`src/rtl/core/twpg_pkg.sv`:
```
// twpg_pkg: shared types and constants of the wipe-transition pattern generator
// no dependencies; imported by the divider, square-root and top-level modules

package twpg_pkg;

    localparam int PROG_W = 20;
    localparam int PROG_MIN = -524288;
    localparam int PROG_MAX = 524287;

    localparam int CFG_IDX_W = 3;
    localparam int CFG_DATA_W = 16;

    localparam logic [2:0] REG_KIND = 3'd0;
    localparam logic [2:0] REG_ADJUST = 3'd1;
    localparam logic [2:0] REG_REVEAL = 3'd2;
    localparam logic [2:0] REG_REVERSE = 3'd3;
    localparam logic [2:0] REG_WIDTH = 3'd4;
    localparam logic [2:0] REG_HEIGHT = 3'd5;
    localparam logic [2:0] REG_FRAMES = 3'd6;

    localparam logic [2:0] K_WIPE = 3'd0;
    localparam logic [2:0] K_MIDDLE = 3'd1;
    localparam logic [2:0] K_SQUARE = 3'd2;
    localparam logic [2:0] K_CIRCLE = 3'd3;
    localparam logic [2:0] K_BLINDS = 3'd4;
    localparam logic [2:0] K_CHECKS = 3'd5;

    localparam logic [6:0] ADJ_DOWN = 7'd0;
    localparam logic [6:0] ADJ_UP = 7'd100;
    localparam logic [6:0] ADJ_CHECK_MIN = 7'd2;
    localparam int PCT_SCALE = 100;

    // divide by 100 as multiply and shift, exact for operands below 2**20
    localparam int PCT_RCP = 671089;
    localparam int PCT_SHIFT = 26;

    localparam logic OP_ADVANCE = 1'b0;
    localparam logic OP_QUERY = 1'b1;

    typedef struct packed {
        logic       op;
        logic [9:0] x;
        logic [9:0] y;
    } t_in_item;

    typedef struct packed {
        logic                     palette_index;
        logic signed [PROG_W-1:0] progress;
    } t_out_item;

endpackage

```
`src/rtl/core/twpg_div.sv`:
```
// twpg_div: restoring unsigned divider, one quotient bit per cycle
// depends on twpg_pkg, which it imports directly

module twpg_div
    import twpg_pkg::*;
#(
    parameter int NW = 22,
    parameter int DW = 17
) (
    input  logic          i_clk,
    input  logic          i_rst_n,
    input  logic          i_start,
    input  logic [NW-1:0] i_num,
    input  logic [DW-1:0] i_den,
    output logic          o_done,
    output logic [NW-1:0] o_quo,
    output logic [DW-1:0] o_rem
);
    localparam int CNTW = $clog2(NW + 1);

    logic            r_busy, r_done;
    logic [CNTW-1:0] r_cnt;
    logic [NW-1:0]   r_quo;
    logic [DW-1:0]   r_rem, r_den;
    logic [DW:0]     shifted, diff;
    logic            take;

    assign shifted = {r_rem, r_quo[NW-1]};
    assign take = shifted >= {1'b0, r_den};
    assign diff = shifted - {1'b0, r_den};

    always_ff @(posedge i_clk) begin
        if (!i_rst_n) begin
            r_busy <= 1'b0;
            r_done <= 1'b0;
            r_cnt <= '0;
        end else begin
            r_done <= 1'b0;
            if (i_start) begin
                r_busy <= 1'b1;
                r_cnt <= CNTW'(NW);
            end else if (r_busy) begin
                r_cnt <= r_cnt - CNTW'(1);
                if (r_cnt == CNTW'(1)) begin
                    r_busy <= 1'b0;
                    r_done <= 1'b1;
                end
            end
        end
    end

    always_ff @(posedge i_clk) begin
        if (i_start) begin
            r_quo <= i_num;
            r_rem <= '0;
            r_den <= i_den;
        end else if (r_busy) begin
            r_quo <= {r_quo[NW-2:0], take};
            r_rem <= take ? diff[DW-1:0] : shifted[DW-1:0];
        end
    end

    assign o_done = r_done;
    assign o_quo = r_quo;
    assign o_rem = r_rem;
endmodule

```
`src/rtl/core/twpg_sqrt.sv`:
```
// twpg_sqrt: bit-serial integer square root, one root bit per cycle
// depends on twpg_pkg, which it imports directly

module twpg_sqrt
    import twpg_pkg::*;
#(
    parameter int RW = 38
) (
    input  logic            i_clk,
    input  logic            i_rst_n,
    input  logic            i_start,
    input  logic [RW-1:0]   i_rad,
    output logic            o_done,
    output logic [RW/2-1:0] o_root
);
    localparam int QW = RW / 2;
    localparam int CNTW = $clog2(QW + 1);

    logic            r_busy, r_done;
    logic [CNTW-1:0] r_cnt;
    logic [RW-1:0]   r_rad;
    logic [QW:0]     r_rem;
    logic [QW-1:0]   r_root;
    logic [QW+2:0]   rem_sh, trial, diff;
    logic            take;

    assign rem_sh = {r_rem, r_rad[RW-1:RW-2]};
    assign trial = {1'b0, r_root, 2'b01};
    assign take = rem_sh >= trial;
    assign diff = rem_sh - trial;

    always_ff @(posedge i_clk) begin
        if (!i_rst_n) begin
            r_busy <= 1'b0;
            r_done <= 1'b0;
            r_cnt <= '0;
        end else begin
            r_done <= 1'b0;
            if (i_start) begin
                r_busy <= 1'b1;
                r_cnt <= CNTW'(QW);
            end else if (r_busy) begin
                r_cnt <= r_cnt - CNTW'(1);
                if (r_cnt == CNTW'(1)) begin
                    r_busy <= 1'b0;
                    r_done <= 1'b1;
                end
            end
        end
    end

    always_ff @(posedge i_clk) begin
        if (i_start) begin
            r_rad <= i_rad;
            r_rem <= '0;
            r_root <= '0;
        end else if (r_busy) begin
            r_rad <= {r_rad[RW-3:0], 2'b00};
            r_rem <= take ? diff[QW:0] : rem_sh[QW:0];
            r_root <= {r_root[QW-2:0], take};
        end
    end

    assign o_done = r_done;
    assign o_root = r_root;
endmodule

```
`src/rtl/core/transition_wipe_pattern_generator_top.sv`:
```
// transition_wipe_pattern_generator_top: sequencer, shared multiplier, registers
// depends on twpg_pkg, twpg_div and twpg_sqrt
//
// channel   direction  handshake                 payload
// input     in         i_in_valid / o_in_stall   i_in_data (t_in_item)
// output    out        o_out_valid / i_out_stall o_out_data (t_out_item)
// config    in         i_cfg_we                  i_cfg_index, i_cfg_data
//
// advance: one divide, NW = clog2(MAX_DIM+1)+FRAC_BITS+3 bits wide
// query: slide checks run two divides, circle three multiplies
// first item after reset or a register write first recomputes stripe sizes and
// radius with the serial divider and root
// synchronous active-low reset; o_in_stall is high while an item is in work
// a finished result waits in the output register while the next item is taken

module transition_wipe_pattern_generator_top
    import twpg_pkg::*;
#(
    parameter int MAX_DIM = 1024,
    parameter int FRAC_BITS = 8
) (
    input  logic                  i_clk,
    input  logic                  i_rst_n,
    input  logic                  i_in_valid,
    output logic                  o_in_stall,
    input  t_in_item              i_in_data,
    output logic                  o_out_valid,
    input  logic                  i_out_stall,
    output t_out_item             o_out_data,
    input  logic                  i_cfg_we,
    input  logic [CFG_IDX_W-1:0]  i_cfg_index,
    input  logic [CFG_DATA_W-1:0] i_cfg_data
);
    localparam int DIM_W = $clog2(MAX_DIM + 1);
    localparam int VW = (DIM_W > 10) ? DIM_W : 10;
    localparam int NW = DIM_W + FRAC_BITS + 3;
    localparam int DVW = (DIM_W > 17) ? DIM_W : 17;
    localparam int CW = ((NW > PROG_W) ? NW : PROG_W) + 2;
    localparam int MW = (VW > PROG_W) ? VW : PROG_W;
    localparam int AW = 2 * VW + 1;
    localparam int RW = 2 * (DIM_W + FRAC_BITS);
    localparam int QW = RW / 2;
    localparam int LW = AW + 2 * FRAC_BITS;
    localparam int CMPW = (LW > 2 * MW) ? LW : 2 * MW;

    typedef enum logic [16:0] {
        S_IDLE     = 17'h00001,
        S_DRV_MUL  = 17'h00002,
        S_DRV_PCT  = 17'h00004,
        S_DRV_DIVW = 17'h00008,
        S_DRV_DIVH = 17'h00010,
        S_DRV_SQ1  = 17'h00020,
        S_DRV_SQ2  = 17'h00040,
        S_DRV_ROOT = 17'h00080,
        S_ADV_DIV  = 17'h00100,
        S_ADV_UPD  = 17'h00200,
        S_Q_MX     = 17'h00400,
        S_Q_MY     = 17'h00800,
        S_Q_MP     = 17'h01000,
        S_Q_DIVX   = 17'h02000,
        S_Q_DIVY   = 17'h04000,
        S_Q_FIN    = 17'h08000,
        S_OUT      = 17'h10000
    } t_state;

    t_state r_state, n_state;
    logic r_launch, n_launch, r_dirty, n_dirty, r_started, n_started;
    logic r_out_valid, n_out_valid;
    logic [2:0] r_kind, n_kind;
    logic [6:0] r_adjust, n_adjust;
    logic r_reveal, n_reveal, r_reverse, n_reverse;
    logic [10:0] r_width, n_width, r_height, n_height;
    logic [15:0] r_frames, n_frames;
    logic signed [PROG_W-1:0] r_prog, n_prog;
    logic [DIM_W-1:0] r_sp, n_sp, r_ch, n_ch, r_a, n_a, r_remx, n_remx;
    logic [QW-1:0] r_mrad, n_mrad;
    t_in_item r_item, n_item;
    logic [AW-1:0] r_acc, n_acc;
    logic [2*MW-1:0] r_pp, n_pp;
    logic r_qx, n_qx, r_qy, n_qy;
    t_out_item r_res, n_res, r_out_data, n_out_data;

    logic [DIM_W-1:0] w_eff, h_eff, hw, hh, m_half, big;
    logic [15:0] f_eff;
    logic [2:0] k;
    logic [6:0] a_pct;
    logic [VW-1:0] xv, yv, hwv, hhv, dx, dy;
    logic [MW-1:0] mul_a, mul_b;
    logic [2*MW-1:0] mul_p;
    logic [NW-1:0] pct_quo;
    logic div_start, div_done, sqrt_start, sqrt_done, in_div;
    logic [NW-1:0] div_num, div_quo;
    logic [DVW-1:0] div_den, div_rem;
    logic [QW-1:0] sqrt_root;
    logic signed [CW-1:0] one_fx, hw_fx, hh_fx, w_fx, h_fx, m_fx, sp_fx, r_fx, lim_fx;
    logic signed [CW-1:0] p_cur, step_s, p_nx, p_sat, p_q, ip, xs, ys, rem_s, off_s;
    logic on_fg, fg, outside, pal;

    function automatic logic signed [CW-1:0] f_trunc(input logic signed [CW-1:0] v);
        logic signed [CW-1:0] nv;
        nv = -v;
        return (v >= 0) ? (v >>> FRAC_BITS) : -(nv >>> FRAC_BITS);
    endfunction

    function automatic t_state f_post(input logic op, input logic [2:0] kk);
        if (op == OP_ADVANCE) return S_ADV_DIV;
        if (kk == K_CIRCLE) return S_Q_MX;
        if (kk == K_BLINDS || kk == K_CHECKS) return S_Q_DIVX;
        return S_Q_FIN;
    endfunction

    // effective sizes and kind
    always_comb begin
        if (r_width == '0) w_eff = DIM_W'(1);
        else if (32'(r_width) > 32'(MAX_DIM)) w_eff = DIM_W'(MAX_DIM);
        else w_eff = DIM_W'(r_width);
        if (r_height == '0) h_eff = DIM_W'(1);
        else if (32'(r_height) > 32'(MAX_DIM)) h_eff = DIM_W'(MAX_DIM);
        else h_eff = DIM_W'(r_height);
        hw = w_eff >> 1;
        hh = h_eff >> 1;
        m_half = (hw > hh) ? hw : hh;
        big = (w_eff > h_eff) ? w_eff : h_eff;
        f_eff = (r_frames == '0) ? 16'd1 : r_frames;
        k = (r_kind > K_CHECKS) ? K_WIPE : r_kind;
        if (k == K_BLINDS) a_pct = (r_adjust == '0) ? 7'd1 : r_adjust;
        else a_pct = (r_adjust < ADJ_CHECK_MIN) ? ADJ_CHECK_MIN : r_adjust;
        xv = VW'(r_item.x);
        yv = VW'(r_item.y);
        hwv = VW'(hw);
        hhv = VW'(hh);
        dx = (xv > hwv) ? xv - hwv : hwv - xv;
        dy = (yv > hhv) ? yv - hhv : hhv - yv;
    end

    // shared multiplier
    always_comb begin
        mul_a = '0;
        mul_b = '0;
        unique case (r_state)
            S_DRV_MUL: begin
                mul_a = MW'((k == K_CHECKS) ? m_half : hw);
                mul_b = MW'(a_pct);
            end
            S_DRV_PCT: begin
                mul_a = MW'(r_acc);
                mul_b = MW'(PCT_RCP);
            end
            S_DRV_SQ1: begin
                mul_a = MW'(hw);
                mul_b = MW'(hw);
            end
            S_DRV_SQ2: begin
                mul_a = MW'(hh);
                mul_b = MW'(hh);
            end
            S_Q_MX: begin
                mul_a = MW'(dx);
                mul_b = MW'(dx);
            end
            S_Q_MY: begin
                mul_a = MW'(dy);
                mul_b = MW'(dy);
            end
            S_Q_MP: begin
                mul_a = MW'(r_prog[PROG_W-1:0]);
                mul_b = MW'(r_prog[PROG_W-1:0]);
            end
            default: begin
            end
        endcase
        mul_p = mul_a * mul_b;
    end

    assign pct_quo = NW'(mul_p >> PCT_SHIFT);

    // divider operands
    always_comb begin
        div_num = '0;
        div_den = DVW'(1);
        unique case (r_state)
            S_DRV_DIVW: begin
                div_num = NW'(w_eff);
                div_den = DVW'(r_a);
            end
            S_DRV_DIVH: begin
                div_num = NW'(h_eff);
                div_den = DVW'(r_a);
            end
            S_ADV_DIV: begin
                div_den = DVW'(f_eff);
                unique case (k)
                    K_WIPE: begin
                        if (r_adjust == ADJ_DOWN || r_adjust == ADJ_UP)
                            div_num = NW'(h_eff) << FRAC_BITS;
                        else
                            div_num = NW'(w_eff) << FRAC_BITS;
                    end
                    K_MIDDLE: begin
                        div_num = NW'(w_eff) << FRAC_BITS;
                        div_den = DVW'({f_eff, 1'b0});
                    end
                    K_SQUARE: begin
                        div_num = NW'(big) << FRAC_BITS;
                        div_den = DVW'({f_eff, 1'b0});
                    end
                    K_CIRCLE: div_num = NW'(r_mrad);
                    K_BLINDS: div_num = NW'(r_sp) << FRAC_BITS;
                    default: div_num = NW'(r_sp) << (FRAC_BITS + 1);
                endcase
            end
            S_Q_DIVX: begin
                div_num = NW'(r_item.x);
                div_den = DVW'(r_sp);
            end
            S_Q_DIVY: begin
                div_num = NW'(r_item.y);
                div_den = DVW'(r_ch);
            end
            default: begin
            end
        endcase
    end

    assign in_div = (r_state == S_DRV_DIVW) || (r_state == S_DRV_DIVH) ||
                    (r_state == S_ADV_DIV) || (r_state == S_Q_DIVX) ||
                    (r_state == S_Q_DIVY);
    assign div_start = in_div && !r_launch;
    assign sqrt_start = (r_state == S_DRV_ROOT) && !r_launch;

    twpg_div #(.NW(NW), .DW(DVW)) u_div (
        .i_clk   (i_clk),
        .i_rst_n (i_rst_n),
        .i_start (div_start),
        .i_num   (div_num),
        .i_den   (div_den),
        .o_done  (div_done),
        .o_quo   (div_quo),
        .o_rem   (div_rem)
    );

    twpg_sqrt #(.RW(RW)) u_sqrt (
        .i_clk   (i_clk),
        .i_rst_n (i_rst_n),
        .i_start (sqrt_start),
        .i_rad   (RW'(r_acc) << (2 * FRAC_BITS)),
        .o_done  (sqrt_done),
        .o_root  (sqrt_root)
    );

    // fixed-point views
    always_comb begin
        one_fx = CW'(1) << FRAC_BITS;
        hw_fx = CW'(hw) << FRAC_BITS;
        hh_fx = CW'(hh) << FRAC_BITS;
        w_fx = CW'(w_eff) << FRAC_BITS;
        h_fx = CW'(h_eff) << FRAC_BITS;
        m_fx = CW'(m_half) << FRAC_BITS;
        sp_fx = CW'(r_sp) << FRAC_BITS;
        r_fx = CW'(r_mrad);
        step_s = CW'(div_quo);
        p_q = CW'(r_prog);
    end

    // frame advance
    always_comb begin
        if (r_started) p_cur = CW'(r_prog);
        else if (r_reverse && k == K_MIDDLE) p_cur = hw_fx;
        else if (r_reverse && k == K_SQUARE) p_cur = m_fx;
        else if (r_reverse && k == K_CIRCLE) p_cur = r_fx;
        else p_cur = '0;
        lim_fx = (k == K_MIDDLE) ? hw_fx : m_fx;
        unique case (k)
            K_WIPE: begin
                if (r_adjust == ADJ_DOWN || r_adjust == ADJ_UP) begin
                    p_nx = (r_adjust == ADJ_DOWN) ? p_cur - step_s : p_cur + step_s;
                    if (p_nx >= h_fx) p_nx = h_fx - one_fx;
                end else begin
                    p_nx = p_cur + step_s;
                    if (p_nx >= w_fx) p_nx = w_fx - one_fx;
                end
            end
            K_MIDDLE, K_SQUARE: begin
                if (r_reverse) begin
                    p_nx = p_cur - step_s;
                    if (p_nx < 0) p_nx = '0;
                end else begin
                    p_nx = p_cur + step_s;
                    if (p_nx >= lim_fx) p_nx = lim_fx - one_fx;
                end
            end
            K_CIRCLE: begin
                if (r_reverse) begin
                    p_nx = p_cur - step_s;
                    if (p_nx < 0) p_nx = '0;
                end else begin
                    p_nx = p_cur + step_s;
                    if (p_nx >= r_fx) p_nx = r_fx;
                end
            end
            K_BLINDS: begin
                p_nx = p_cur + step_s;
                if (p_nx >= sp_fx) p_nx = sp_fx;
            end
            default: begin
                p_nx = p_cur + step_s;
                if (p_nx >= (sp_fx <<< 1)) p_nx = sp_fx;
            end
        endcase
        if (p_nx < CW'(PROG_MIN)) p_sat = CW'(PROG_MIN);
        else if (p_nx > CW'(PROG_MAX)) p_sat = CW'(PROG_MAX);
        else p_sat = p_nx;
    end

    // pixel decision
    always_comb begin
        ip = f_trunc(p_q);
        xs = CW'(r_item.x);
        ys = CW'(r_item.y);
        rem_s = CW'(r_remx);
        off_s = rem_s + ((r_qx ^ r_qy) ? CW'(r_sp) : CW'(0));
        outside = (xv >= VW'(w_eff)) || (yv >= VW'(h_eff));
        fg = ~r_reveal;
        unique case (k)
            K_WIPE: begin
                if (r_adjust == ADJ_DOWN) on_fg = ys <= ip;
                else if (r_adjust == ADJ_UP) on_fg = ys < ip;
                else on_fg = xs < ip;
            end
            K_MIDDLE: begin
                on_fg = !(xs < f_trunc(hw_fx - p_q)) && (xs < f_trunc(hw_fx + p_q));
            end
            K_SQUARE: begin
                fg = r_reveal ^ r_reverse;
                on_fg = (xs < f_trunc(hw_fx - p_q)) || (xs > f_trunc(hw_fx + p_q)) ||
                        (ys < f_trunc(hh_fx - p_q)) || (ys > f_trunc(hh_fx + p_q));
            end
            K_CIRCLE: begin
                fg = ~(r_reveal ^ r_reverse);
                on_fg = (p_q > 0) &&
                        ((CMPW'(r_acc) << (2 * FRAC_BITS)) < CMPW'(r_pp));
            end
            K_BLINDS: on_fg = rem_s <= ip;
            default: on_fg = !((off_s <<< FRAC_BITS) < p_q);
        endcase
        pal = outside ? 1'b0 : (on_fg ? fg : ~fg);
    end

    // sequencer
    always_comb begin
        n_state = r_state;
        n_launch = r_launch;
        n_dirty = r_dirty;
        n_started = r_started;
        n_out_valid = r_out_valid;
        n_kind = r_kind;
        n_adjust = r_adjust;
        n_reveal = r_reveal;
        n_reverse = r_reverse;
        n_width = r_width;
        n_height = r_height;
        n_frames = r_frames;
        n_prog = r_prog;
        n_sp = r_sp;
        n_ch = r_ch;
        n_mrad = r_mrad;
        n_item = r_item;
        n_a = r_a;
        n_acc = r_acc;
        n_pp = r_pp;
        n_qx = r_qx;
        n_qy = r_qy;
        n_remx = r_remx;
        n_res = r_res;
        n_out_data = r_out_data;

        if (i_cfg_we) begin
            n_started = 1'b0;
            n_dirty = 1'b1;
            unique case (i_cfg_index)
                REG_KIND: n_kind = i_cfg_data[2:0];
                REG_ADJUST: n_adjust = i_cfg_data[6:0];
                REG_REVEAL: n_reveal = i_cfg_data[0];
                REG_REVERSE: n_reverse = i_cfg_data[0];
                REG_WIDTH: n_width = i_cfg_data[10:0];
                REG_HEIGHT: n_height = i_cfg_data[10:0];
                REG_FRAMES: n_frames = i_cfg_data;
                default: begin
                    n_started = r_started;
                    n_dirty = r_dirty;
                end
            endcase
        end

        if (r_out_valid && !i_out_stall) n_out_valid = 1'b0;
        if (div_start || sqrt_start) n_launch = 1'b1;
        if (div_done || sqrt_done) n_launch = 1'b0;

        unique case (r_state)
            S_IDLE: begin
                if (i_in_valid) begin
                    n_item = i_in_data;
                    if (r_dirty) begin
                        n_sp = DIM_W'(1);
                        n_ch = DIM_W'(1);
                        n_state = (k == K_BLINDS || k == K_CHECKS) ? S_DRV_MUL : S_DRV_SQ1;
                    end else begin
                        n_state = f_post(i_in_data.op, k);
                    end
                end
            end
            S_DRV_MUL: begin
                n_acc = AW'(mul_p);
                n_state = S_DRV_PCT;
            end
            S_DRV_PCT: begin
                if (k == K_BLINDS)
                    n_a = (pct_quo == '0) ? DIM_W'(1) : DIM_W'(pct_quo);
                else
                    n_a = (pct_quo < NW'(ADJ_CHECK_MIN)) ? DIM_W'(ADJ_CHECK_MIN) :
                          DIM_W'(pct_quo);
                n_state = S_DRV_DIVW;
            end
            S_DRV_DIVW: begin
                if (div_done) begin
                    n_sp = (div_quo == '0) ? DIM_W'(1) : DIM_W'(div_quo);
                    n_state = (k == K_CHECKS) ? S_DRV_DIVH : S_DRV_SQ1;
                end
            end
            S_DRV_DIVH: begin
                if (div_done) begin
                    n_ch = (div_quo == '0) ? DIM_W'(1) : DIM_W'(div_quo);
                    n_state = S_DRV_SQ1;
                end
            end
            S_DRV_SQ1: begin
                n_acc = AW'(mul_p);
                n_state = S_DRV_SQ2;
            end
            S_DRV_SQ2: begin
                n_acc = r_acc + AW'(mul_p);
                n_state = S_DRV_ROOT;
            end
            S_DRV_ROOT: begin
                if (sqrt_done) begin
                    n_mrad = sqrt_root;
                    n_dirty = 1'b0;
                    n_state = f_post(r_item.op, k);
                end
            end
            S_ADV_DIV: begin
                if (div_done) n_state = S_ADV_UPD;
            end
            S_ADV_UPD: begin
                n_prog = PROG_W'(p_sat);
                n_started = 1'b1;
                n_res.palette_index = 1'b0;
                n_res.progress = PROG_W'(p_sat);
                n_state = S_OUT;
            end
            S_Q_MX: begin
                n_acc = AW'(mul_p);
                n_state = S_Q_MY;
            end
            S_Q_MY: begin
                n_acc = r_acc + AW'(mul_p);
                n_state = S_Q_MP;
            end
            S_Q_MP: begin
                n_pp = mul_p;
                n_state = S_Q_FIN;
            end
            S_Q_DIVX: begin
                if (div_done) begin
                    n_qx = div_quo[0];
                    n_remx = DIM_W'(div_rem);
                    n_state = (k == K_CHECKS) ? S_Q_DIVY : S_Q_FIN;
                end
            end
            S_Q_DIVY: begin
                if (div_done) begin
                    n_qy = div_quo[0];
                    n_state = S_Q_FIN;
                end
            end
            S_Q_FIN: begin
                n_res.palette_index = pal;
                n_res.progress = r_prog;
                n_state = S_OUT;
            end
            S_OUT: begin
                if (!r_out_valid || !i_out_stall) begin
                    n_out_valid = 1'b1;
                    n_out_data = r_res;
                    n_state = S_IDLE;
                end
            end
            default: n_state = S_IDLE;
        endcase
    end

    always_ff @(posedge i_clk) begin
        if (!i_rst_n) begin
            r_state <= S_IDLE;
            r_launch <= 1'b0;
            r_dirty <= 1'b1;
            r_started <= 1'b0;
            r_out_valid <= 1'b0;
            r_kind <= K_WIPE;
            r_adjust <= 7'd50;
            r_reveal <= 1'b1;
            r_reverse <= 1'b0;
            r_width <= 11'd32;
            r_height <= 11'd32;
            r_frames <= 16'd100;
            r_prog <= '0;
            r_sp <= DIM_W'(1);
            r_ch <= DIM_W'(1);
            r_mrad <= '0;
        end else begin
            r_state <= n_state;
            r_launch <= n_launch;
            r_dirty <= n_dirty;
            r_started <= n_started;
            r_out_valid <= n_out_valid;
            r_kind <= n_kind;
            r_adjust <= n_adjust;
            r_reveal <= n_reveal;
            r_reverse <= n_reverse;
            r_width <= n_width;
            r_height <= n_height;
            r_frames <= n_frames;
            r_prog <= n_prog;
            r_sp <= n_sp;
            r_ch <= n_ch;
            r_mrad <= n_mrad;
        end
    end

    always_ff @(posedge i_clk) begin
        r_item <= n_item;
        r_a <= n_a;
        r_acc <= n_acc;
        r_pp <= n_pp;
        r_qx <= n_qx;
        r_qy <= n_qy;
        r_remx <= n_remx;
        r_res <= n_res;
        r_out_data <= n_out_data;
    end

    assign o_in_stall = (r_state != S_IDLE);
    assign o_out_valid = r_out_valid;
    assign o_out_data = r_out_data;

    a_accept_starts_work: assert property (@(posedge i_clk) disable iff (!i_rst_n)
        (i_in_valid && !o_in_stall) |=> (r_state != S_IDLE))
        else $error("accepted item did not start the sequencer");

    a_result_from_out_state: assert property (@(posedge i_clk) disable iff (!i_rst_n)
        $rose(o_out_valid) |-> $past(r_state == S_OUT))
        else $error("result shown without passing the output state");

    a_sizes_nonzero: assert property (@(posedge i_clk) disable iff (!i_rst_n)
        (r_state == S_Q_DIVX) |-> ((r_sp != '0) && (r_ch != '0)))
        else $error("zero stripe period or cell height at a divide");
endmodule
```
`config.mk`:
```
export PLATFORM = sky130hd
export DESIGN_NAME = transition_wipe_pattern_generator_top
export DESIGN_NICKNAME = d
export VERILOG_FILES = /design/src/rtl/core/twpg_pkg.sv /design/src/rtl/core/twpg_div.sv /design/src/rtl/core/twpg_sqrt.sv /design/src/rtl/core/transition_wipe_pattern_generator_top.sv
export SDC_FILE = /design/constraint.sdc
export NUM_CORES = 2
export LEC_CHECK = 0
export BUFFER_PORTS_ARGS = -buffer_cell sky130_fd_sc_hd__buf_4
export CORE_UTILIZATION = 45
export CTS_CLUSTER_SIZE = 24
export DETAILED_ROUTE_END_ITERATION = 10
export PLACE_DENSITY = 0.65
export SYNTH_ARGS = -nofsm -noshare
export SYNTH_HDL_FRONTEND = slang
export SYNTH_SLANG_ARGS = --single-unit
```
`constraint.sdc`:
```
create_clock -name i_clk -period 15.3 [get_ports i_clk]
set_input_delay 1.53 -clock i_clk [delete_from_list [all_inputs] [get_ports i_clk]]
set_output_delay 1.53 -clock i_clk [all_outputs]
set_load 0.01 [all_outputs]
```
# Word level (Yosys, flattened, before mapping)

Cells that the tools add are included.
W data, S select, Z words.

Muxes and demuxes: 141
$add $sub $neg: 29
Reduce and logical (&&, ||, !) cells: 69
Div/mod/pow operators: 0
Order comparisons: 39
Eq/ne operators: 41
$mul: 1
Bitwise logic cells: 8
Shifts and indexed selects: 0

Operator list:

| cell                  | number |
|---|---|
| $mux W24              | 17 |
| $mux W17              | 23 |
| $pmux W20 S7          | 2 |
| $pmux W17 S16         | 1 |
| $pmux W22 S5          | 2 |
| $mux W11              | 15 |
| $lt A11 B24 Y1        | 5 |
| $neg A16 Y24          | 5 |
| $ge A24 B20 Y1        | 4 |
| $neg A21 Y24          | 4 |
| $pmux W24 S4          | 1 |
| $ge A21 B1 Y1 const B | 4 |
| $mux W19              | 4 |
| $mux W38              | 2 |
| $pmux W17 S4          | 1 |
| $mux W20              | 3 |
| $gt A11 B24 Y1        | 2 |
| $mux W1               | 47 |
| $pmux W23 S2          | 1 |
| $logic_not A22 Y1     | 2 |
| $mux W22              | 2 |
| $pmux W11 S2          | 2 |
| $sub A10 B10 Y11      | 4 |
| $add A19 B20 Y21      | 2 |
| other kinds (83)      | 173 |

Memory bits (read-only): 0
Bits in latches: 0
Memories kept: 0
RAM bits: 0
Bits in registers: 413

# Depth between registers and ports, before layout

Depth after elaboration: 19
Mapped depth: 56
Mapped depth without buffers: 52

# Modules after synthesis

Synthesis repeated with hierarchy kept, for this count alone.

Cells, all modules: 6358
Area, all modules: 53055.9 um^2

By module, submodules not included:

| module                                | area each (um^2) | cells an instance | times used | sequential area each (um^2) |
|---|---|---|---|---|
| transition_wipe_pattern_generator_top | 45160.8          | 5625              | 1          | 7146.9 |
| twpg_sqrt                             | 4626.9           | 441               | 1          | 2062.0 |
| twpg_div                              | 3268.1           | 292               | 1          | 1651.6 |

# Least setup slack after synthesis

No wires, ideal clock.

Kind: register -> register
Start point: register r_width[10]
End point: register r_a[0], data pin
Setup slack: 3178 ps
Arrival: 11860 ps
Stages on the path, launching flop included: 50
Setup time: 262 ps
Clock period less this slack: 12122 ps
Cell sequence: dfxtp_1 -> clkbuf_1 -> inv_1 -> clkbuf_1 -> nand2_1 -> clkinv_1 -> ha_1 -> clkbuf_1 -> a21boi_0 -> o21ai_0 -> a21oi_1 -> o21ai_0 -> a21oi_1 -> o2111ai_1 -> nand2_1 -> clkbuf_1 -> mux2i_1 -> xor2_1 -> [... 14 more ...] -> fa_1 -> inv_1 -> fa_1 -> inv_1 -> fa_1 -> inv_1 -> ha_1 -> and3_1 -> a22o_1 -> a311o_1 -> o31ai_2 -> a21oi_1 -> a2111oi_1 -> or4_1 -> o311ai_1 -> nor4_1 -> or4b_1 -> mux2_1

Cells in the longest elaborated chain, start to end: 11
Elaborated cells between the ends (all ways): 19
Those cells by class: 2 x add/sub; 1 x mul; 4 x order compare; 10 x mux; 2 x reduce/logical

RTL lines:

| element                                            | line                                                                                       | RTL |
|---|---|---|
| start: declaration                                 | transition_wipe_pattern_generator_top.sv:72                                                | `logic [10:0] r_width, n_width, r_height, n_height;` |
| start signal: assignment                           | transition_wipe_pattern_generator_top.sv:530                                               | `r_width <= n_width;` |
| $gt A11 B11 Y1                                     | transition_wipe_pattern_generator_top.sv:115                                               | `else if (32'(r_width) > 32'(MAX_DIM)) w_eff = DIM_W'(MAX_DIM);` |
| $mux W11                                           | transition_wipe_pattern_generator_top.sv:115                                               |  |
| $mux W11 (*)                                       | transition_wipe_pattern_generator_top.sv:114                                               | `if (r_width == '0) w_eff = DIM_W'(1);` |
| $gt A10 B10 Y1                                     | transition_wipe_pattern_generator_top.sv:122                                               | `m_half = (hw > hh) ? hw : hh;` |
| $mux W10                                           | transition_wipe_pattern_generator_top.sv:122                                               |  |
| $mux W10                                           | transition_wipe_pattern_generator_top.sv:142                                               | `mul_a = MW'((k == K_CHECKS) ? m_half : hw);` |
| $pmux W20 S7                                       | transition_wipe_pattern_generator_top.sv:140                                               | `unique case (r_state)` |
| $mul A20 B20 Y40 (*)                               | transition_wipe_pattern_generator_top.sv:172                                               | `mul_p = mul_a * mul_b;` |
| named net mul_p[32]                                | transition_wipe_pattern_generator_top.sv:89                                                | `logic [2*MW-1:0] mul_p;` |
| $lt A14 B2 Y1 or $logic_not A22 Y1 (tied branches) | transition_wipe_pattern_generator_top.sv:420, transition_wipe_pattern_generator_top.sv:418 |  |
| $mux W11, on equally long branches                 | transition_wipe_pattern_generator_top.sv:420, transition_wipe_pattern_generator_top.sv:418 |  |
| $mux W11 (*)                                       | transition_wipe_pattern_generator_top.sv:417                                               | `if (k == K_BLINDS)` |
| end signal: assignment                             | transition_wipe_pattern_generator_top.sv:542                                               | `r_a <= n_a;` |
| end: declaration                                   | transition_wipe_pattern_generator_top.sv:75                                                | `logic [DIM_W-1:0] r_sp, n_sp, r_ch, n_ch, r_a, n_a, r_remx, n_remx;` |

Mark *: on every way through the listed nets, which the timed path passes. The rest lies on a longest branch.
A chain may end at the register's enable or synchronous reset.

# Worst setup path after layout

Start point: register r_height[10]
End point: register r_a[0], data pin

Cells in the longest elaborated chain, start to end: 11
Elaborated cells between the ends (all ways): 19
Those cells by class: 2 x add/sub; 1 x mul; 4 x order compare; 10 x mux; 2 x reduce/logical

RTL lines:

| element                                            | line                                                                                       | RTL |
|---|---|---|
| start: declaration                                 | transition_wipe_pattern_generator_top.sv:72                                                |  |
| start signal: assignment                           | transition_wipe_pattern_generator_top.sv:531                                               | `r_height <= n_height;` |
| $gt A11 B11 Y1                                     | transition_wipe_pattern_generator_top.sv:118                                               | `else if (32'(r_height) > 32'(MAX_DIM)) h_eff = DIM_W'(MAX_DIM);` |
| $mux W11                                           | transition_wipe_pattern_generator_top.sv:118                                               |  |
| $mux W11 (*)                                       | transition_wipe_pattern_generator_top.sv:117                                               | `if (r_height == '0) h_eff = DIM_W'(1);` |
| $gt A10 B10 Y1                                     | transition_wipe_pattern_generator_top.sv:122                                               |  |
| $mux W10                                           | transition_wipe_pattern_generator_top.sv:122                                               |  |
| $mux W10                                           | transition_wipe_pattern_generator_top.sv:142                                               |  |
| $pmux W20 S7                                       | transition_wipe_pattern_generator_top.sv:140                                               |  |
| $mul A20 B20 Y40 (*)                               | transition_wipe_pattern_generator_top.sv:172                                               |  |
| named net mul_p[35]                                | transition_wipe_pattern_generator_top.sv:89                                                |  |
| $lt A14 B2 Y1 or $logic_not A22 Y1 (tied branches) | transition_wipe_pattern_generator_top.sv:420, transition_wipe_pattern_generator_top.sv:418 |  |
| $mux W11, on equally long branches                 | transition_wipe_pattern_generator_top.sv:420, transition_wipe_pattern_generator_top.sv:418 |  |
| $mux W11 (*)                                       | transition_wipe_pattern_generator_top.sv:417                                               |  |

Marked as above.

==> impl_metrics.xml <==
<?xml version="1.0" encoding="UTF-8"?>
<metrics>
  <group name="worst_setup_path">
    <metric name="cp-end-kind" unit="">flip-flop</metric>
    <metric name="crit_family" unit="">compound AO/OA/AOI/OAI gates</metric>
    <metric name="slowest_delay" unit="ns">0.62</metric>
    <metric name="worst-path-buf-inv" unit="">6</metric>
    <metric name="setup.worst_path.class" unit="">reg -&gt; reg</metric>
    <metric name="critPathRequiredTime" unit="ns">15.70</metric>
    <metric name="most_frequent_cell_on_critical_path" unit="">sky130_fd_sc_hd__fa_1</metric>
    <metric name="worst_setup_path_start_kind" unit="">flip-flop</metric>
    <metric name="maximum_net_fanout_on_the_critical_path" unit="">14</metric>
    <metric name="critPathSlowestCell" unit="">sky130_fd_sc_hd__a2111oi_0</metric>
    <metric name="cp_data_arrival_time" unit="ns">14.53</metric>
  </group>
  <group name="power_and_ir_drop">
    <metric name="p_leak" unit="nW">24.4</metric>
    <metric name="power.clock.fraction" unit="%">34.6</metric>
    <metric name="max-vdd-ir-drop" unit="mV">0.0912</metric>
    <metric name="p_sw_share" unit="%">36.4</metric>
    <metric name="p_comb_share" unit="%">31.6</metric>
    <metric name="power.switching" unit="mW">1.34</metric>
    <metric name="seq_power_share" unit="%">33.8</metric>
    <metric name="p_int" unit="mW">2.35</metric>
    <metric name="pwr_density_cell" unit="nW/um^2">66.0</metric>
    <metric name="p_total" unit="mW">3.70</metric>
  </group>
  <group name="cts">
    <metric name="clock_insertion_delay_worst_skew" unit="ns">0.69</metric>
    <metric name="postCtsSetupBuffers" unit="">0</metric>
    <metric name="hold_bufs_at_cts" unit="">0</metric>
    <metric name="cts-root-buf" unit="">sky130_fd_sc_hd__clkbuf_16</metric>
    <metric name="tritoncts_num_sinks" unit="">413</metric>
    <metric name="tritoncts" unit="">yes</metric>
    <metric name="post_cts_repair_resize_count" unit="">0</metric>
    <metric name="ctsLongestPathBuffers" unit="">3</metric>
    <metric name="clkTransAtPathRegs" unit="ns">0.07</metric>
    <metric name="htree_num_levels" unit="">2</metric>
    <metric name="tritoncts.num_buffers" unit="">49</metric>
  </group>
  <group name="route">
    <metric name="postRouteAntennaNets" unit="">0</metric>
    <metric name="detailedRoute.firstIterationViolations" unit="">5931</metric>
    <metric name="drt-vias-per-instance" unit="">6.19</metric>
    <metric name="drt_pass1_iterations" unit="">10</metric>
    <metric name="dr_drc_count" unit="">0</metric>
    <metric name="detailroute.via_count" unit="">48800</metric>
    <metric name="average_detailed_routed_wire_length_per_instance" unit="um">27.3</metric>
    <metric name="finalWirelength" unit="um">215000</metric>
  </group>
  <group name="timing">
    <metric name="finalMaxSlewViolations" unit="">0</metric>
    <metric name="largest_clock_skew_in_the_final_design" unit="ns">0.0519</metric>
    <metric name="finalCritPeriodShare" unit="%">92.3</metric>
    <metric name="period_minus_slack" unit="ns">14.13</metric>
    <metric name="timing_hold_violations_final" unit="">0</metric>
    <metric name="max_slew.worst_pin.slew" unit="ns">1.46</metric>
    <metric name="final-setup-viol-count" unit="">0</metric>
    <metric name="max_clock_freq" unit="MHz">70.8</metric>
    <metric name="timing.setup.tns" unit="ns">0</metric>
    <metric name="rsz_0062_raised_after_global_routing" unit="">false</metric>
    <metric name="relSlewSlack" unit="%">2.66</metric>
  </group>
  <group name="grt">
    <metric name="vias_in_the_first_global_route" unit="">46500</metric>
    <metric name="grt_first_pass_wirelength" unit="um">315000</metric>
    <metric name="global_route.usage.total" unit="%">36.6</metric>
    <metric name="total_grt_overflow" unit="">0</metric>
    <metric name="antenna_found_initial" unit="">10</metric>
    <metric name="grt_max_degree" unit="">70</metric>
  </group>
  <group name="die">
    <metric name="core_area" unit="um^2">113000</metric>
    <metric name="chip_width" unit="um">341</metric>
    <metric name="rows" unit="">123</metric>
    <metric name="floorplan.initialDensity" unit="%">45.6</metric>
    <metric name="count_of_pins_on_the_block_boundary" unit="">68</metric>
    <metric name="die-height" unit="um">341</metric>
    <metric name="die_area" unit="um^2">116000</metric>
  </group>
  <group name="logic_synthesis">
    <metric name="synth_warn" unit="">0</metric>
    <metric name="post_synth_most_frequent_cells" unit="">761 x sky130_fd_sc_hd__nand2_1, 691 x sky130_fd_sc_hd__inv_1, 572 x sky130_fd_sc_hd__nor2_1</metric>
    <metric name="netlist_instances" unit="">6327</metric>
    <metric name="ys_ff_latch" unit="">413</metric>
    <metric name="synth-edff-count" unit="">211</metric>
    <metric name="syn-cell-area" unit="um^2">51600</metric>
    <metric name="register_area_share_after_synthesis" unit="%">20.1</metric>
    <metric name="ys.flop_type" unit="">sky130_fd_sc_hd__edfxtp_1</metric>
    <metric name="synth_nets" unit="">7269</metric>
    <metric name="yosysTopAreaCellShare" unit="%">13.7</metric>
    <metric name="synth_mux_area_share" unit="%">2.19</metric>
    <metric name="fraction_of_the_mapped_netlist_area_in_compound_gates" unit="%">20.1</metric>
    <metric name="async_reset_ff_share" unit="%">0</metric>
    <metric name="yosys.cell_count.top_type" unit="">sky130_fd_sc_hd__nand2_1</metric>
    <metric name="synthSimpleGateAreaFrac" unit="%">19.0</metric>
    <metric name="synth.avg_cell_area" unit="um^2">8.16</metric>
    <metric name="post_synth_top_area_cell" unit="">sky130_fd_sc_hd__ha_1</metric>
    <metric name="distinct_cells_synth" unit="">114</metric>
    <metric name="synth_top_family_by_area" unit="">adder cells</metric>
    <metric name="synth-adder-area-share" unit="%">26.6</metric>
    <metric name="synth_top_cells_by_area" unit="">sky130_fd_sc_hd__ha_1 14%, sky130_fd_sc_hd__fa_1 13%, sky130_fd_sc_hd__edfxtp_1 12%</metric>
    <metric name="post_synth_xor_area_fraction" unit="%">4.79</metric>
  </group>
  <group name="cells_and_area">
    <metric name="multiInputGateArea" unit="um^2">37600</metric>
    <metric name="finalNetCount" unit="">7275</metric>
    <metric name="regArea" unit="um^2">10400</metric>
    <metric name="synthToLayoutAreaGrowth" unit="%">8.56</metric>
    <metric name="fillCellCount" unit="">11000</metric>
    <metric name="layout-drive-gt1-share" unit="%">7.04</metric>
  </group>
  <group name="placed_design">
    <metric name="placement.io_buffers" unit="">67</metric>
    <metric name="dp_hpwl" unit="um">169000</metric>
    <metric name="routabilityCongestion" unit="">1.06</metric>
  </group>
  <group name="min_path">
    <metric name="hold_path.class" unit="">reg -&gt; reg</metric>
  </group>
  <group name="run_status">
    <metric name="run_status" unit="">completed</metric>
  </group>
  <group name="run">
    <metric name="cap_violations" unit="">0</metric>
  </group>
</metrics>
-- flip-flops by register name (all words and copies together), names as in the netlist, 16 cells and up --
signal / flops
r_acc: 23
r_pp: 40
r_frames: 16
r_res: 21
r_mrad: 19
r_item: 21
u_div.o_quo: 22
u_sqrt.r_rad: 22
u_div.r_den: 17
r_prog: 20
r_state: 17
o_out_data: 21
u_sqrt.o_root: 19
u_sqrt.r_rem: 20
u_div.o_rem: 17
-- layer usage --
| layer | track usage (%) | part of all wire (%) | wire length, um |
|---|---|---|---|
| met1 | 50.1 | 42 | 90300 |
| met5 | 0 | 0.046 | 100 |
| met4 | 16.4 | 5.2 | 11200 |
| met2 | 53.4 | 41 | 88900 |
| met3 | 10.1 | 12 | 25000 |
-- worst paths after layout --
check | start | end | slack (ns) | depth (start not counted)
hold reg to reg | r_res[2] | o_out_data[2] | 0.42 | 0
setup / recovery | r_height[10] | r_a[0] | 1.17 | 45
hold / removal | r_res[2] | o_out_data[2] | 0.42 | 0
setup reg to reg | r_height[10] | r_a[0] | 1.17 | 45
-- metrics by stage --
step	utilization (%)	instance area [um^2]	std cells	setup slack, ns	hold WS, ns
5_1_grt	49.5	56000	7876	0.602	0.421
3_5_place_dp	47.9	54200	7782	1.42	0.405
4_1_cts	49.5	56000	7874	1.36	0.418
2_1_floorplan	-	51600	6327	3.18	0.400
3_3_place_gp	47.9	54200	7782	1.70	0.405
6_report	49.5	56000	7885	1.17	0.417
-- cells in the final DEF (no fill, tap or decap), types with 16 or more instances in the layout --
cell and instances:
sky130_fd_sc_hd__nor3b_1 18, sky130_fd_sc_hd__nand3_1 114, sky130_fd_sc_hd__fa_1 331, sky130_fd_sc_hd__a21boi_0 106, sky130_fd_sc_hd__o21ai_0 287, sky130_fd_sc_hd__or3_1 38
sky130_fd_sc_hd__o22ai_1 36, sky130_fd_sc_hd__buf_4 229, sky130_fd_sc_hd__xor2_1 79, sky130_fd_sc_hd__a222oi_1 17, sky130_fd_sc_hd__inv_1 691, sky130_fd_sc_hd__nand2_1 761
sky130_fd_sc_hd__nand4_1 51, sky130_fd_sc_hd__and3_1 47, sky130_fd_sc_hd__a221oi_1 27, sky130_fd_sc_hd__o21bai_1 43, sky130_fd_sc_hd__o21a_1 74, sky130_fd_sc_hd__xnor2_1 202
sky130_fd_sc_hd__a211oi_1 73, sky130_fd_sc_hd__edfxtp_1 211, sky130_fd_sc_hd__or2_2 26, sky130_fd_sc_hd__a22oi_1 18, sky130_fd_sc_hd__nor2_1 571, sky130_fd_sc_hd__a22o_1 26
sky130_fd_sc_hd__nor3_1 116, sky130_fd_sc_hd__o211ai_1 41, sky130_fd_sc_hd__nor4_1 52, sky130_fd_sc_hd__o221ai_1 20, sky130_fd_sc_hd__a221o_1 23, sky130_fd_sc_hd__nor2b_1 75
sky130_fd_sc_hd__dfxtp_1 201, sky130_fd_sc_hd__a21oi_1 384, sky130_fd_sc_hd__nand2b_1 78, sky130_fd_sc_hd__clkinv_1 16, sky130_fd_sc_hd__mux2i_1 95, sky130_fd_sc_hd__and2_1 65
sky130_fd_sc_hd__a31oi_1 39, sky130_fd_sc_hd__ha_1 566, sky130_fd_sc_hd__a21o_1 111, sky130_fd_sc_hd__clkbuf_16 50
-- final cells by class --
cell class | instances | area share (%)
Multi-Input combinational cell | 4931 | 67.1
Sequential cell | 413 | 18.5
Inverter | 709 | 4.75
Tap cell | 1500 | 3.35
Timing Repair Buffer | 229 | 3.07
Clock buffer | 56 | 2.33
Clock inverter | 36 | 0.811
Antenna cell | 11 | 0.0491
-- kinds of logic (layout without fill, tap and decap cells) --
logic type	Yosys count	in the layout
and+or+nand+nor	2105	2105
AOI/OAI and AO/OA	1536	1536
adders and majority gates	897	897
muxes	111	111
DFF	413	413
xor gates and xnor gates	282	282
other	0	11
buffers and inverters	983	1030
-- power groups by stage --
| stage | Clock [mW] | Sequential, mW | Combinational [mW] |
|---|---|---|---|
| finish | 1.28 | 1.25 | 1.17 |
| global route | 1.33 | 1.25 | 1.27 |
| CTS | 1.30 | 1.25 | 1.14 |
| detailed placement | 0 | 1.27 | 1.13 |
| global placement | 0 | 1.27 | 1.13 |
| floorplan | 0 | 1.26 | 0.776 |
No activity file was read; power rests on OpenSTA's default activity.
